## config.mk

```make
export PLATFORM = sky130hd
export DESIGN_NAME = occlusion_span_clip_list_top
export DESIGN_NICKNAME = d
export VERILOG_FILES = /design/src/hdl/oscl_pkg.sv /design/src/hdl/occlusion_span_clip_list_top.sv /design/src/hdl/oscl_cell.sv /design/src/hdl/oscl_ctrl.sv
export VERILOG_INCLUDE_DIRS = /design/src /design/src/hdl
export SDC_FILE = /design/constraint.sdc
export NUM_CORES = 2
export LEC_CHECK = 0
export ABC_AREA = 1
export CORE_MARGIN = 2
export CORE_UTILIZATION = 25
export DETAILED_ROUTE_END_ITERATION = 7
export DONT_BUFFER_PORTS = 1
export RECOVER_POWER = 50
export SETUP_SLACK_MARGIN = 0.5
export SLEW_MARGIN = 15
export SYNTH_ARGS = -nofsm -noshare
export SYNTH_HDL_FRONTEND = slang
export SYNTH_SLANG_ARGS = --single-unit
```

## constraint.sdc

```tcl
create_clock -name clk -period 8.6 [get_ports clk]
set_clock_uncertainty 0.1 [all_clocks]
set_input_delay 1.72 -clock clk [delete_from_list [all_inputs] [get_ports clk]]
set_output_delay 1.72 -clock clk [all_outputs]
set_load 0.01 [all_outputs]
```

## src/hdl/occlusion_span_clip_list_top_macros.svh

```systemverilog
// Assertion shorthands used by the checked module.
`ifndef OCCLUSION_SPAN_CLIP_LIST_TOP_MACROS_SVH
`define OCCLUSION_SPAN_CLIP_LIST_TOP_MACROS_SVH

// Plain property, sampled on clk, off during reset.
`define OSCL_ASSERT(lbl, prop, msg) \
  lbl: assert property (@(posedge clk) disable iff (rst) (prop)) else $error(msg);

// Same-cycle implication.
`define OSCL_IMPLY(lbl, ante, cons, msg) \
  lbl: assert property (@(posedge clk) disable iff (rst) (ante) |-> (cons)) else $error(msg);

// Next-cycle implication.
`define OSCL_IMPLY_NEXT(lbl, ante, cons, msg) \
  lbl: assert property (@(posedge clk) disable iff (rst) (ante) |=> (cons)) else $error(msg);

`endif

```

## src/hdl/oscl_pkg.sv

```systemverilog
package oscl_pkg;

  localparam int MAX_SPANS_DEF = 32;
  localparam int COL_W         = 10;
  localparam int VW_W          = 11;

  localparam logic [VW_W-1:0]   VW_RESET = 11'd320;
  localparam logic signed [15:0] LEFT_LO  = -16'sd32767;
  localparam logic signed [15:0] LEFT_HI  = -16'sd1;
  localparam logic signed [15:0] RIGHT_HI = 16'sd32767;
  localparam logic signed [16:0] NO_END   = -17'sd32768;

  typedef enum logic [1:0] {
    REQ_CLEAR = 2'd0,
    REQ_SOLID = 2'd1,
    REQ_PASS  = 2'd2,
    REQ_NONE  = 2'd3
  } req_e;

  typedef enum logic [1:0] {
    ST_IDLE,
    ST_WALK,
    ST_ALIGN
  } state_e;

  typedef struct packed {
    logic [1:0]       req_type;
    logic [COL_W-1:0] first;
    logic [COL_W-1:0] last;
  } req_t;

  typedef struct packed {
    logic [COL_W-1:0] span_first;
    logic [COL_W-1:0] span_last;
    logic             has_span;
    logic             last_of_run;
    logic             overflow;
  } res_t;

  typedef struct packed {
    logic               valid;
    logic signed [15:0] lo;
    logic signed [15:0] hi;
  } span_t;

  typedef struct packed {
    logic shift;
    logic load;
  } chain_ctl_t;

  function automatic logic signed [16:0] sx(input logic signed [15:0] v);
    return {v[15], v};
  endfunction

endpackage

```

## src/hdl/occlusion_span_clip_list_top.sv

```systemverilog
// channel   | handshake            | payload
// request   | start / busy         | req (req_type, first, last)
// result    | res_valid (strobe)   | res (span_first, span_last, has_span, last_of_run, overflow)
// config    | cfg_we               | cfg_wdata (view_width)
//
// A pass request shifts the cell chain once per list slot, then makes one alignment check. A
// solid request that merges into the left sentinel, or whose inserted span is still held back
// at the end of the walk, keeps shifting in the alignment state until the left sentinel is
// back at the head. Clear, unused and empty requests do not walk the chain.
// Reset (synchronous) loads the two sentinels with a view width of 320.
// Results come one per cycle and cannot be stalled; last_of_run closes each run.
module occlusion_span_clip_list_top #(
  parameter int MAX_SPANS = oscl_pkg::MAX_SPANS_DEF
) (
  input  logic                         clk,
  input  logic                         rst,
  input  logic                         start,
  output logic                         busy,
  input  oscl_pkg::req_t               req,
  input  logic                         cfg_we,
  input  logic [oscl_pkg::VW_W-1:0]    cfg_wdata,
  output logic                         res_valid,
  output oscl_pkg::res_t               res
);
  import oscl_pkg::*;

  logic [VW_W-1:0] view_width;
  logic [VW_W-1:0] vw_init;
  chain_ctl_t      ctl;
  span_t           push;
  span_t           cells [MAX_SPANS];

  always_ff @(posedge clk) begin
    if (rst) begin
      view_width <= VW_RESET;
    end else if (cfg_we) begin
      view_width <= cfg_wdata;
    end
  end

  assign vw_init = rst ? VW_RESET : view_width;

  for (genvar i = 0; i < MAX_SPANS; i++) begin : g_cell
    span_t init, nxt;
    if (i == 0) begin : g_left
      assign init = '{valid: 1'b1, lo: LEFT_LO, hi: LEFT_HI};
    end else if (i == 1) begin : g_right
      assign init = '{valid: 1'b1, lo: 16'(vw_init), hi: RIGHT_HI};
    end else begin : g_free
      assign init = '0;
    end
    if (i == MAX_SPANS - 1) begin : g_tail
      assign nxt = push;
    end else begin : g_body
      assign nxt = cells[i+1];
    end
    oscl_cell u_cell (
      .clk  (clk),
      .rst  (rst),
      .ctl  (ctl),
      .init (init),
      .nxt  (nxt),
      .data (cells[i])
    );
  end

  oscl_ctrl #(
    .MAX_SPANS (MAX_SPANS)
  ) u_ctrl (
    .clk       (clk),
    .rst       (rst),
    .start     (start),
    .busy      (busy),
    .req       (req),
    .head      (cells[0]),
    .ctl       (ctl),
    .push      (push),
    .res_valid (res_valid),
    .res       (res)
  );

endmodule

```

## src/hdl/oscl_cell.sv

```systemverilog
module oscl_cell (
  input  logic                clk,
  input  logic                rst,
  input  oscl_pkg::chain_ctl_t ctl,
  input  oscl_pkg::span_t     init,
  input  oscl_pkg::span_t     nxt,
  output oscl_pkg::span_t     data
);
  import oscl_pkg::*;

  always_ff @(posedge clk) begin
    if (rst || ctl.load) begin
      data <= init;
    end else if (ctl.shift) begin
      data <= nxt;
    end
  end

endmodule

```

## src/hdl/oscl_ctrl.sv

```systemverilog
module oscl_ctrl #(
  parameter int MAX_SPANS = oscl_pkg::MAX_SPANS_DEF
) (
  input  logic                 clk,
  input  logic                 rst,
  input  logic                 start,
  output logic                 busy,
  input  oscl_pkg::req_t       req,
  input  oscl_pkg::span_t      head,
  output oscl_pkg::chain_ctl_t ctl,
  output oscl_pkg::span_t      push,
  output logic                 res_valid,
  output oscl_pkg::res_t       res
);
  import oscl_pkg::*;
  `include "occlusion_span_clip_list_top_macros.svh"

  localparam int IW = $clog2(MAX_SPANS);
  localparam int CW = $clog2(MAX_SPANS + 1);

  state_e             state, state_next;
  logic [IW-1:0]      idx, idx_next;
  logic [CW-1:0]      count, count_next;
  logic               store, store_next;
  logic signed [16:0] f, f_next, l, l_next;
  logic               in_g, in_g_next, done_n, done_n_next;
  logic signed [16:0] acc_lo, acc_lo_next, acc_hi, acc_hi_next;
  span_t              carry, carry_next;
  logic signed [16:0] prev_end, prev_end_next;
  logic               frag_v, frag_v_next;
  logic [COL_W-1:0]   frag_lo, frag_lo_next, frag_hi, frag_hi_next;
  logic               fin, fin_next, ovf, ovf_next;

  always_ff @(posedge clk) begin
    if (rst) begin
      state  <= ST_IDLE;
      count  <= CW'(2);
      carry  <= '0;
      fin    <= 1'b0;
      frag_v <= 1'b0;
      ovf    <= 1'b0;
      in_g   <= 1'b0;
      done_n <= 1'b0;
    end else begin
      state  <= state_next;
      count  <= count_next;
      carry  <= carry_next;
      fin    <= fin_next;
      frag_v <= frag_v_next;
      ovf    <= ovf_next;
      in_g   <= in_g_next;
      done_n <= done_n_next;
    end
    idx      <= idx_next;
    store    <= store_next;
    f        <= f_next;
    l        <= l_next;
    acc_lo   <= acc_lo_next;
    acc_hi   <= acc_hi_next;
    prev_end <= prev_end_next;
    frag_lo  <= frag_lo_next;
    frag_hi  <= frag_hi_next;
  end

  always_comb begin
    logic signed [16:0] es, ee, glo, ghi;
    logic               touch, nf;
    span_t              it0, it1, nspan, aspan;

    es = sx(head.lo);
    ee = sx(head.hi);
    it0 = '0;
    it1 = '0;
    nspan = '{valid: 1'b1, lo: f[15:0], hi: l[15:0]};
    aspan = '0;
    glo = (f > prev_end + 17'sd1) ? f : prev_end + 17'sd1;
    ghi = (l < es - 17'sd1) ? l : es - 17'sd1;
    nf = head.valid && (glo <= ghi);
    touch = (es <= l + 17'sd1) && (ee >= f - 17'sd1);

    state_next    = state;
    idx_next      = idx;
    count_next    = count;
    store_next    = store;
    f_next        = f;
    l_next        = l;
    in_g_next     = in_g;
    done_n_next   = done_n;
    acc_lo_next   = acc_lo;
    acc_hi_next   = acc_hi;
    carry_next    = carry;
    prev_end_next = prev_end;
    frag_v_next   = frag_v;
    frag_lo_next  = frag_lo;
    frag_hi_next  = frag_hi;
    fin_next      = 1'b0;
    ovf_next      = ovf;
    ctl           = '0;
    push          = '0;
    busy          = (state != ST_IDLE) || fin;
    res_valid     = 1'b0;
    res           = '0;

    if (fin) begin
      res_valid       = 1'b1;
      res.span_first  = frag_v ? frag_lo : '0;
      res.span_last   = frag_v ? frag_hi : '0;
      res.has_span    = frag_v;
      res.last_of_run = 1'b1;
      res.overflow    = ovf;
    end

    unique case (state)
      ST_IDLE: begin
        if (start && !busy) begin
          frag_v_next = 1'b0;
          ovf_next    = 1'b0;
          if ((req.req_type == REQ_SOLID || req.req_type == REQ_PASS) &&
              (req.last >= req.first)) begin
            state_next    = ST_WALK;
            idx_next      = '0;
            store_next    = (req.req_type == REQ_SOLID);
            f_next        = 17'(req.first);
            l_next        = 17'(req.last);
            in_g_next     = 1'b0;
            done_n_next   = 1'b0;
            prev_end_next = NO_END;
          end else begin
            fin_next = 1'b1;
            if (req.req_type == REQ_CLEAR) begin
              ctl.load   = 1'b1;
              count_next = CW'(2);
            end
          end
        end
      end
      ST_WALK: begin
        ctl.shift = 1'b1;
        idx_next  = idx + IW'(1);
        if (head.valid) begin
          prev_end_next = ee;
        end
        if (nf) begin
          if (frag_v) begin
            res_valid      = 1'b1;
            res.span_first = frag_lo;
            res.span_last  = frag_hi;
            res.has_span   = 1'b1;
            res.overflow   = ovf;
          end
          frag_v_next  = 1'b1;
          frag_lo_next = glo[COL_W-1:0];
          frag_hi_next = ghi[COL_W-1:0];
        end

        if (!head.valid) begin
          it0 = '0;
        end else if (!store || done_n) begin
          it0 = head;
        end else if (touch) begin
          if (!in_g) begin
            in_g_next   = 1'b1;
            acc_lo_next = (f < es) ? f : es;
            acc_hi_next = (l > ee) ? l : ee;
          end else begin
            acc_hi_next = (acc_hi > ee) ? acc_hi : ee;
            count_next  = count - CW'(1);
          end
        end else if (es > l + 17'sd1) begin
          done_n_next = 1'b1;
          if (in_g) begin
            in_g_next = 1'b0;
            it0 = '{valid: 1'b1, lo: acc_lo[15:0], hi: acc_hi[15:0]};
            it1 = head;
          end else if (count < CW'(MAX_SPANS)) begin
            count_next = count + CW'(1);
            it0 = nspan;
            it1 = head;
          end else begin
            ovf_next = 1'b1;
            it0 = head;
          end
        end else begin
          it0 = head;
        end

        if (idx == IW'(MAX_SPANS - 1)) begin
          state_next = ST_ALIGN;
          fin_next   = 1'b1;
          if (in_g_next) begin
            in_g_next = 1'b0;
            aspan = '{valid: 1'b1, lo: acc_lo_next[15:0], hi: acc_hi_next[15:0]};
            if (it0.valid) begin
              it1 = aspan;
            end else begin
              it0 = aspan;
            end
          end
        end

        if (carry.valid) begin
          push       = carry;
          carry_next = it0;
        end else begin
          push       = it0;
          carry_next = it1;
        end
      end
      ST_ALIGN: begin
        if (!carry.valid && head.valid && head.lo == LEFT_LO) begin
          state_next = ST_IDLE;
        end else begin
          ctl.shift = 1'b1;
          if (carry.valid) begin
            push       = carry;
            carry_next = head;
          end else begin
            push = head;
          end
        end
      end
      default: state_next = ST_IDLE;
    endcase
  end

  `OSCL_IMPLY(a_idle_no_carry, state == ST_IDLE, !carry.valid, "carry left over in idle")
  `OSCL_ASSERT(a_count_max, count <= CW'(MAX_SPANS), "span count above capacity")
  `OSCL_IMPLY(a_res_busy, res_valid, busy, "result outside a request")
  `OSCL_IMPLY_NEXT(a_accept_busy, start && !busy, busy, "accepted request not busy")

endmodule

```

==> metrics.txt <==
standard cell core area=189800 um2; reported max-cap violation count=12; slew margin rel.=-107.0%; number of max-slew violations in the final report=just under 900; Placed Instances=7775; Horiz. Die Dim=between 400 and 500 um; number of global-route vias before repair=33691; global routing usage summed across all routing layers=between 10% and 20%; Worst Tran Pin Value=around 3.1 ns; largest net degree at the start of global routing=between 200 and 250; startpoint of the worst register-to-register path=u_ctrl.state[1]; WL per Instance=between 10 and 15 um; crit path capture type=output port; clock root buffer master=sky130_fd_sc_hd__clkbuf_16; H-Tree Depth=3; fin nets=5564; setup repair after global routing missed its margin=false; floorplan die height=between 400 and 500 um; sum of internal, switching and leakage power=~0.012 W; drc violations=0; share of flip-flops with an asynchronous set or reset=0%; Setup Total Neg Slack=0 ns; register bit count reported by yosys=approximately 1200; library cell with the largest summed area after synthesis=sky130_fd_sc_hd__dfxtp_1; setup violation total in the final timing report=0; Max FO, Critical Path=11; count of cell types in the netlist=54; total number of yosys warnings=0; total number of vias=~36000; status=complete, but fails checks; Critical Path Start Type=flip-flop; initial cell density of the core=25.13%; Most used DFF post-synth=sky130_fd_sc_hd__dfxtp_1; number of cell rows=160; crit path to=res[8]; DIE AREA=roughly 190000 um2; time the worst path needs with I/O delays and setup=between 7 and 8 ns; start point of the worst hold path=g_cell[23].u_cell.data[23]; layout cells sized above 1=between 6 and 7%; WL final=between 100 and 150 mm; ranking of synthesized cells by area=sky130_fd_sc_hd__dfxtp_1, sky130_fd_sc_hd__o22ai_1, sky130_fd_sc_hd__inv_1, sky130_fd_sc_hd__edfxtp_1, sky130_fd_sc_hd__nand2_1; commonest cells after routing, fill and taps aside=sky130_fd_sc_hd__inv_1, sky130_fd_sc_hd__dfxtp_1, sky130_fd_sc_hd__o22ai_1; number of buffers created by CTS=119; most common cell after layout, fill and taps aside=sky130_fd_sc_hd__inv_1; type of the worst min-delay path=reg -> reg; mean instance size in the synthesized netlist=about 8.6 um2; number of instances in the synthesized netlist=5563; Static Leakage=slightly below 20 nW; areal power density over the cells=215.5 nW/um2; clock insertion delay at the later pin of the skew report=approximately 0.78 ns; flop2flop setup slack=1.00 ns; clock tree from TritonCTS=done; Clock transition at path regs=0.07 ns; Crit Reg-Reg Endpoint=g_cell[16].u_cell.data[3]; routed via count divided by cell count=around 4.5; CP dominant cell by count=sky130_fd_sc_hd__nand2_1; post-route non-filler standard cell count=about 8000; critical path data arrival time=~6.0 ns; required time of the critical path=around 6.8 ns; number of nets in the synthesized netlist=5729; Routability Congestion=0.8827; top cell type's share of synthesized area=between 40% and 50%; final antenna-violating net count=0; sequential share of the synthesized area=between 50% and 60%; FF-to-FF path depth=10; EDFF count, synth=approximately 110; clk sinks=1208; delay contributed by the slowest stage of the critical path=0.46 ns; number of buffers on the longest clock path=3; post-placement cell area=49170 um2; Worst Path Class, Setup=reg -> out; Final Hold Vio Count=0; sum of overflow across all layers after global routing=0; final worst hold slack=0.3280 ns; total standard cell area after synthesis=~48000 um2; violations in the final reports=capacitance limit, slew limit; Max Clock Freq=128.5 MHz; first-pass GRT wire length=181.3 mm; slowest stage cell on the critical path=sky130_fd_sc_hd__ha_1; fin crit share=approximately 91%; Area Growth Syn to Fin=12.45%; DP Wirelength=about 73 mm; antenna violations before repair=6; post-layout instance area=53620 um2; Worst setup startpoint=g_cell[0].u_cell.data[17]; Pre-Repair DR Iteration Count=6; Max rail drop VDD=around 0.17 mV; number of I/O pins=between 60 and 70; IO buf count=0; Detailed Route Iter0 Violations=between 2000 and 3000
critical path: cells and delay by family (launching register included):
kind                     cells  cell delay [ns]
AND/OR/NAND/NOR             14             1.61
AO/OA/AOI/OAI                6             0.91
buffers and inverters        7             0.86
XOR/XNOR                     1             0.12
flip-flops                   1             0.39
adder cells (fa/ha/maj)      4             1.28
layer usage:
layer	GRT usage, %	up-vias	part of all wire, %
met5	0	-	0
met4	4.608	0	3.2
met3	1.826	198	5.5
met2	18.53	799	45
met1	15.14	16639	46
li1	-	18143	-
logic make-up after synthesis:
| logic type | share of synthesized area, % |
|---|---|
| buf+inv | 13.94 |
| compound gates | 18.37 |
| flops | 52.94 |
| simple gates | 10.35 |
| fa+ha+maj | 3.401 |
| xor+xnor | 0.6612 |
| mux | 0.3358 |
| other cells | 0.007864 |
metrics by stage:
stage | setup slack (ns) | util, %
2_1_floorplan | 1.219 | -
3_3_place_gp | 0.4777 | 25.91
3_5_place_dp | 0.5366 | 25.91
4_1_cts | 0.5050 | 28.17
5_1_grt | 0.2983 | 28.26
6_report | 0.8161 | 28.26
synth_stat cells, types with 4 or more instances:
master	instances
sky130_fd_sc_hd__nand4_1	32
sky130_fd_sc_hd__clkbuf_1	113
sky130_fd_sc_hd__nor4_1	5
sky130_fd_sc_hd__dfxtp_1	1102
sky130_fd_sc_hd__edfxtp_1	106
sky130_fd_sc_hd__nand2_1	699
sky130_fd_sc_hd__nand3b_1	4
sky130_fd_sc_hd__a21oi_1	101
sky130_fd_sc_hd__nand3_2	12
sky130_fd_sc_hd__inv_2	6
sky130_fd_sc_hd__nor3_1	12
sky130_fd_sc_hd__mux2i_1	16
sky130_fd_sc_hd__o211ai_1	58
sky130_fd_sc_hd__o22ai_1	934
sky130_fd_sc_hd__o21ai_0	258
sky130_fd_sc_hd__xor2_1	31
sky130_fd_sc_hd__nand3_1	192
sky130_fd_sc_hd__buf_4	93
sky130_fd_sc_hd__o21ai_1	19
sky130_fd_sc_hd__ha_1	128
sky130_fd_sc_hd__xnor2_1	5
sky130_fd_sc_hd__a21o_1	7
sky130_fd_sc_hd__inv_1	1196
sky130_fd_sc_hd__buf_1	15
sky130_fd_sc_hd__a22oi_1	34
sky130_fd_sc_hd__buf_2	76
sky130_fd_sc_hd__o31ai_1	5
sky130_fd_sc_hd__nor2_1	207
sky130_fd_sc_hd__o21a_1	10
sky130_fd_sc_hd__buf_6	49
sequential cells by signal, summed over array words and instances (netlist names), 6 cells and up:
signal / flops
g_cell.u_cell.data: 1056
u_ctrl.acc_hi: 17
u_ctrl.acc_lo: 16
u_ctrl.carry: 33
u_ctrl.count: 6
u_ctrl.f: 10
u_ctrl.frag_hi: 10
u_ctrl.frag_lo: 10
u_ctrl.l: 10
u_ctrl.prev_end: 16
view_width: 11
cell type report:
type	count	area, um2
Timing Repair inverter	1	5.005
Multi-Input combinational cell	2804	16090
Clock inverter	60	599.3
Tap cell	2511	3142
Fill cell	20189	136200
Antenna cell	1	2.502
Sequential cell	1208	25250
Timing Repair Buffer	57	437.9
Clock buffer	168	3542
Inverter	1207	4557
worst min path at each step:
stage                                 end  slack, ns  cells past startpoint
2_1_floorplan   g_cell[0].u_cell.data[17]       0.32                      2
3_3_place_gp   g_cell[31].u_cell.data[17]       0.34                      2
3_5_place_dp   g_cell[31].u_cell.data[16]       0.34                      2
4_1_cts        g_cell[22].u_cell.data[23]       0.33                      2
5_1_grt         g_cell[23].u_cell.data[6]       0.33                      2
6_report       g_cell[22].u_cell.data[23]       0.33                      2
report_power, final:
group          internal [W]  switching (W)  total (W)  leakage (nW)
clock               0.00306        0.00230    0.00536          2.07
sequential          0.00573      0.0000358    0.00576          9.86
combinational      0.000103       0.000334   0.000437          7.33
timing repair:
item                       CTS  global route
setup buffers                4             6
gates cloned                 2             1
gates resized for setup     38            47
setup endpoints to repair   23            23
pin swaps                    3             7
hold buffers                 0             0
Power figures use the tool's default switching activity.
